**config.mk**
```make
export PLATFORM = sky130hd
export DESIGN_NAME = stsr_ctrl
export DESIGN_NICKNAME = d
export VERILOG_FILES = /design/src/sv/stsr_pkg.sv /design/src/sv/stsr_ctrl.sv
export SDC_FILE = /design/constraint.sdc
export NUM_CORES = 1
export LEC_CHECK = 0
export BUFFER_PORTS_ARGS = -buffer_cell sky130_fd_sc_hd__buf_4
export CORE_AREA = 2 2 39 41
export CTS_BUF_LIST = sky130_fd_sc_hd__clkbuf_8
export CTS_CLUSTER_DIAMETER = 30
export CTS_CLUSTER_SIZE = 30
export DETAILED_ROUTE_END_ITERATION = 6
export DIE_AREA = 0 0 41 43
export HOLD_SLACK_MARGIN = 0.05
export PLACE_DENSITY = 0.65
export SLEW_MARGIN = 10
export SYNTH_ARGS = -nofsm -noshare
export SYNTH_HDL_FRONTEND = slang
export SYNTH_SLANG_ARGS = --single-unit
```
**constraint.sdc**
```tcl
create_clock -name clk -period 1.7 [get_ports clk]
set_input_delay 0.17 -clock clk [delete_from_list [all_inputs] [get_ports clk]]
set_output_delay 0.17 -clock clk [all_outputs]
set_load 0.05 [all_outputs]
```
**src/sv/stsr_pkg.sv**
```systemverilog
// Shared widths, codes, state type and control bundles of the sorted table search unit.
`timescale 1ns / 1ps

package stsr_pkg;

	localparam int DEPTH_DEF = 1024;

	localparam int KIND_W    = 2;
	localparam int VAL_W     = 32;
	localparam int STAT_W    = 2;
	localparam int POS_W     = 10;
	localparam int CNT_OUT_W = 11;
	localparam int S_TDATA_W = 32;
	localparam int M_TDATA_W = 24;

	localparam logic [KIND_W-1:0] REQ_APPEND = 2'd0;
	localparam logic [KIND_W-1:0] REQ_FIND   = 2'd1;
	localparam logic [KIND_W-1:0] REQ_REMOVE = 2'd2;

	localparam logic [STAT_W-1:0] STAT_OK   = 2'd0;
	localparam logic [STAT_W-1:0] STAT_FULL = 2'd1;
	localparam logic [STAT_W-1:0] STAT_MISS = 2'd2;

	typedef enum logic [2:0] {
		ST_IDLE,
		ST_APPEND,
		ST_SEARCH,
		ST_COMPARE,
		ST_SHIFT,
		ST_DONE
	} stsr_state_t;

	// Commands from the controller to the datapath.
	typedef struct packed {
		logic latch;       // take the incoming beat
		logic append;      // store at the end of the table, or flag full
		logic srch_issue;  // read the probe entry
		logic srch_lt;     // probe below key: move low bound up
		logic srch_gt;     // probe above key: move high bound down
		logic hit;         // record the probe index as the answer
		logic set_miss;    // record a miss
		logic shift_step;  // read the next entry of the shift-down
		logic shift_fin;   // shift-down done: one entry fewer
		logic load_out;    // move the answer into the output register
	} stsr_cmd_t;

	// Status from the datapath to the controller.
	typedef struct packed {
		logic [KIND_W-1:0] in_kind;   // kind on the input port
		logic [KIND_W-1:0] kind;      // kind of the request at work
		logic              srch_open; // search window not empty
		logic              cmp_eq;
		logic              cmp_lt;
		logic              shift_more;
		logic              out_free;
	} stsr_stat_t;

endpackage

```
**src/sv/stsr_ctrl.sv**
```systemverilog
// Controller state machine of the sorted table search unit.
`timescale 1ns / 1ps

module stsr_ctrl (
	input  logic               clk,
	input  logic               arst_n,
	input  logic               s_tvalid,
	output logic               s_tready,
	input  stsr_pkg::stsr_stat_t st,
	output stsr_pkg::stsr_cmd_t  cmd
);
	import stsr_pkg::*;

	stsr_state_t state_q;
	stsr_state_t state_nx;

	always_ff @(posedge clk or negedge arst_n) begin
		if (!arst_n) begin
			state_q <= ST_IDLE;
		end else begin
			state_q <= state_nx;
		end
	end

	always_comb begin
		state_nx = state_q;
		cmd      = '0;
		s_tready = 1'b0;
		case (state_q)
			ST_IDLE: begin
				s_tready = 1'b1;
				if (s_tvalid) begin
					cmd.latch = 1'b1;
					if (st.in_kind == REQ_APPEND) begin
						state_nx = ST_APPEND;
					end else if (st.in_kind == REQ_FIND || st.in_kind == REQ_REMOVE) begin
						state_nx = ST_SEARCH;
					end else begin
						state_nx = ST_DONE;
					end
				end
			end
			ST_APPEND: begin
				cmd.append = 1'b1;
				state_nx   = ST_DONE;
			end
			ST_SEARCH: begin
				if (st.srch_open) begin
					cmd.srch_issue = 1'b1;
					state_nx       = ST_COMPARE;
				end else begin
					cmd.set_miss = 1'b1;
					state_nx     = ST_DONE;
				end
			end
			ST_COMPARE: begin
				if (st.cmp_eq) begin
					cmd.hit  = 1'b1;
					state_nx = (st.kind == REQ_REMOVE) ? ST_SHIFT : ST_DONE;
				end else if (st.cmp_lt) begin
					cmd.srch_lt = 1'b1;
					state_nx    = ST_SEARCH;
				end else begin
					cmd.srch_gt = 1'b1;
					state_nx    = ST_SEARCH;
				end
			end
			ST_SHIFT: begin
				if (st.shift_more) begin
					cmd.shift_step = 1'b1;
				end else begin
					cmd.shift_fin = 1'b1;
					state_nx      = ST_DONE;
				end
			end
			ST_DONE: begin
				if (st.out_free) begin
					cmd.load_out = 1'b1;
					state_nx     = ST_IDLE;
				end
			end
			default: begin
				state_nx = ST_IDLE;
			end
		endcase
	end

endmodule

```
# After elaboration in Yosys (flattened, before gate mapping)
# Index checks and enable logic that the tools add are counted.
[totals] register_bits=3 in_bits=12 out_inout_bits=11 word_cells=43
[op_classes] n_eq_ne=11 muxes=27 reduce_logical=4
[ops] cell="3-bit two-way mux" count=8
[ops] cell="3-bit case mux with 6 select lines" count=1
[ops] cell="1-bit two-way mux" count=16
[ops] cell="3-bit by 2-bit == test with 1-bit output, second input constant" count=2
[ops] cell="3-bit == test, second input constant" count=2
[ops] cell="2-bit inequality test, second input constant" count=3
[ops] cell="2-bit == test, second input constant" count=2
[ops] cell="2-bit two-way mux" count=2
[ops] cell="3-bit by 1-bit == test with 1-bit output, second input constant" count=1
[ops] cell="3-bit zero test" count=1
[ops] cell="3-bit AND reduction" count=1
[ops] cell="2-bit by 1-bit == test with 1-bit output, second input constant" count=1
[ops] cell="2-bit zero test" count=1
[ops] cell="1-bit logical OR" count=1

# Depth between registers and ports, before layout
[logic_depth] depth_word=6 ltp_mapped=4 mapped_depth_nobuf=3

# Worst setup path after synthesis
# Ideal clock, no wire load.
[synth_timing] path_type="register to output" start="reg state_q[1]" end="out cmd[1] in the netlist's numbering" arrival_ns=2.294 t_required_ns=1.530 slack_ns=-0.764 stages_incl_launch_ff=3 path_cell_list="dfrtp_1 > buf_2 > nor4b_1"
[synth_rtl] element="start, declared" line_no="stsr_ctrl.sv:14" source="stsr_state_t state_q;"
[synth_rtl] element="start signal, assigned" line_no="stsr_ctrl.sv:21" source="state_q <= state_nx;"
[synth_rtl] element="end, declared" line_no="stsr_ctrl.sv:10" source="output stsr_pkg::stsr_cmd_t cmd"

==> results.sh <==
export IMPL_setup_viol=0
export IMPL_ys_seq_elements=3
export IMPL_drc=0
export IMPL_worst_r2r_path_depth=3
export IMPL_antenna_cells=0
export IMPL_regMostFlops="state_q"
export IMPL_worstPathArrival_ns=1.40
export IMPL_start_kind="register"
export IMPL_rows=14
export IMPL_hold_violations=0
export IMPL_dpl_cell_count=77
export IMPL_min_path_type="primary input to async pin"
export IMPL_synth_most_common_cell="nor3_1"
export IMPL_worst_slew_pin_slew_ns=0.3116
export IMPL_antenna_found_initial=0
export IMPL_htree_levels=1
export IMPL_clock_fmax_mhz=636.5
export IMPL_ys_seq_area_share_pct=20.48
export IMPL_final_instance_count_excl_fill=82
export IMPL_worst_setup_path_end_kind="output port"
export IMPL_numCtsBuffers=3
export IMPL_crit_type="register to output port"
export IMPL_p_sw_mw=0.5345
export IMPL_rrSetupSlack_ns=0.40
export IMPL_final_layout_size_suffix_gt1_share_pct=59.09
export IMPL_dp_hpwl_um=716.3
export IMPL_synth_async_reset_ratio_pct=100.0
export IMPL_grt_pass1_vias=403
export IMPL_switching_share_pct=51.08
export IMPL_dieArea_um2=1763
export IMPL_whs_ns=0.2766
export IMPL_synth_edff_count=0
export IMPL_post_place_ws_ns=0.2070
export IMPL_syn_area_per_cell_um2=8.729
export IMPL_p_int_mw=0.5118
export IMPL_total_power_mw=1.046
export IMPL_peakVddDrop_uv=816.9
export IMPL_die_y_um=43
export IMPL_ios=23
export IMPL_r2r_start="state_q[2]$_DFFE_PN0P_"
export IMPL_grt_pass1_wl_um=1731
export IMPL_vias=419
export IMPL_p_per_area_nw_per_um2=1640
export IMPL_track_usage_pct=14.56
export IMPL_port_buffers=22
export IMPL_drtIter0Drc=1
export IMPL_die_width_um=41
export IMPL_drtPass1Iterations=2
export IMPL_top_regs="state_q (3)"
export IMPL_yosys_area_top_type_share_pct=20.48
export IMPL_ant_nets=0
export IMPL_post_drt_wl_per_cell_um=12.41
export IMPL_syn_inst=42
export IMPL_yosys_most_used_dff="dfrtp_1"
export IMPL_clkTransAtPathRegs_ns=0.03
export IMPL_r2r_end="state_q[0]$_DFFE_PN0P_"
export IMPL_utilization_pct=46.11
export IMPL_largest_register_ffs=3
export IMPL_tritoncts="yes"
export IMPL_drv_slew=0
export IMPL_rsz0062_at_grt="no"
export IMPL_max_slew_margin_pct=79.22
export IMPL_coreArea_um2=1384
export IMPL_final_min_clock_period_ns=1.571
export IMPL_clockPowerShare_pct=20.3
export IMPL_grt_max_degree=17
export IMPL_netlist_area_um2=366.6
export IMPL_gr_total_overflow=0
export IMPL_clock_skew_ns=0.004610
export IMPL_synth_cell_type_count=28
export IMPL_numClockSinks=3
export IMPL_status="finished clean"
export IMPL_critPathMaxFanout=16
export IMPL_syn2layout_area_growth_pct=74.06
export IMPL_nets=80
export IMPL_via_per_inst=5.110
export IMPL_yosysWarnings=0
export IMPL_drv_cap=0
export IMPL_synth_top_cell_by_area="dfrtp_1"
export IMPL_gp_congestion=0.7764
export IMPL_fillerInstances=146
export IMPL_initial_core_util_pct=26.49
export IMPL_synth_area_leaders="dfrtp_1 (20%), nor4b_1 (7.2%), nor3_1 (5.5%), nor2b_1 (5.1%), o41ai_2 (4.4%)"
export IMPL_routed_wl_um=1018
export IMPL_p_seq_share_pct=23.4
export IMPL_clockRootBuffer="clkbuf_8"
export IMPL_power_leakage_nw=0.2917
export IMPL_power_share_combinational_pct=56.3
export IMPL_insertion_delay_ns=0.23
export IMPL_crit_required_ns=1.53
export IMPL_timing_final_ws_setup_ns=0.1288
export IMPL_period_share_pct=92.42
export IMPL_clockBufferDepth=2
export IMPL_synth_nets=55
-- cells in the final DEF (no fill, tap or decap), types with 3 or more instances in the layout --
master / instances
nor4b_2: 3
buf_4: 23
clkbuf_8: 3
a21oi_1: 3
nor2b_1: 3
nor3_2: 3
inv_1: 3
dfrtp_2: 3
-- worst max path at each step --
| stage | endpoint | slack (ns) | from |
|---|---|---|---|
| final | cmd[9] | 0.13 | state_q[1]$_DFFE_PN0P_ |
| after global routing | cmd[9] | 0.05 | state_q[1]$_DFFE_PN0P_ |
| after CTS | cmd[5] | 0.04 | state_q[2]$_DFFE_PN0P_ |
| after detailed placement | cmd[6] | 0.21 | state_q[1]$_DFFE_PN0P_ |
| after global placement | cmd[6] | 0.23 | state_q[1]$_DFFE_PN0P_ |
| after floorplan | cmd[9] | -0.21 | state_q[1]$_DFFE_PN0P_ |
-- stage by stage --
step	cell area [µm²]	TNS, ns
detailed placement	579.3	0
floorplan	412.9	-0.7601
global placement	579.3	0
global route	638.1	0
finish	638.1	0
CTS	636.9	0
-- critical path, stage by stage, from the launching register on --
cell	delay [ns]
dfrtp_2	0.51
nor3_2	0.31
and2_1	0.16
buf_4	0.19
-- cell families after synthesis --
family / share of synthesized area, %
and+or+nand+nor: 38.23
AOI/OAI and AO/OA: 25.94
buffers and inverters: 9.214
DFF: 20.48
adders and majority gates: 6.143
-- layer usage --
layer	track usage (%)	part of all wire, %	up-vias
li1	-	-	210
met1	17.36	41	195
met2	21.88	51	12
met3	1.571	4.5	2
met4	12.00	3.0	0
met5	0	0	-
-- area by class of cell --
cell class	count	area (µm²)	area share, %
multi-input combinational	33	304.0	47.65
tap	16	20.02	3.137
sequential	3	78.83	12.35
inverter	2	7.507	1.176
clock buffer	3	41.29	6.471
timing repair buffer	24	182.7	28.63
clock inverter	1	3.754	0.5882
-- timing repair --
item,in CTS,in global routing
hold buffers,1,0
endpoints found under the setup margin,1,3
gates cloned,0,0
resized for setup,2,1
buffers inserted,0,0
hold endpoints to repair,3,0
-- power by group through the flow --
stage          logic [mW]  clock network (mW)  registers (mW)
5_1_grt             0.631               0.220           0.261
6_report            0.589               0.212           0.245
3_3_place_gp        0.587                   0           0.240
3_5_place_dp        0.588                   0           0.238
4_1_cts             0.591               0.216           0.243
2_1_floorplan       0.564                   0           0.133
Power figures use the tool's default switching activity.
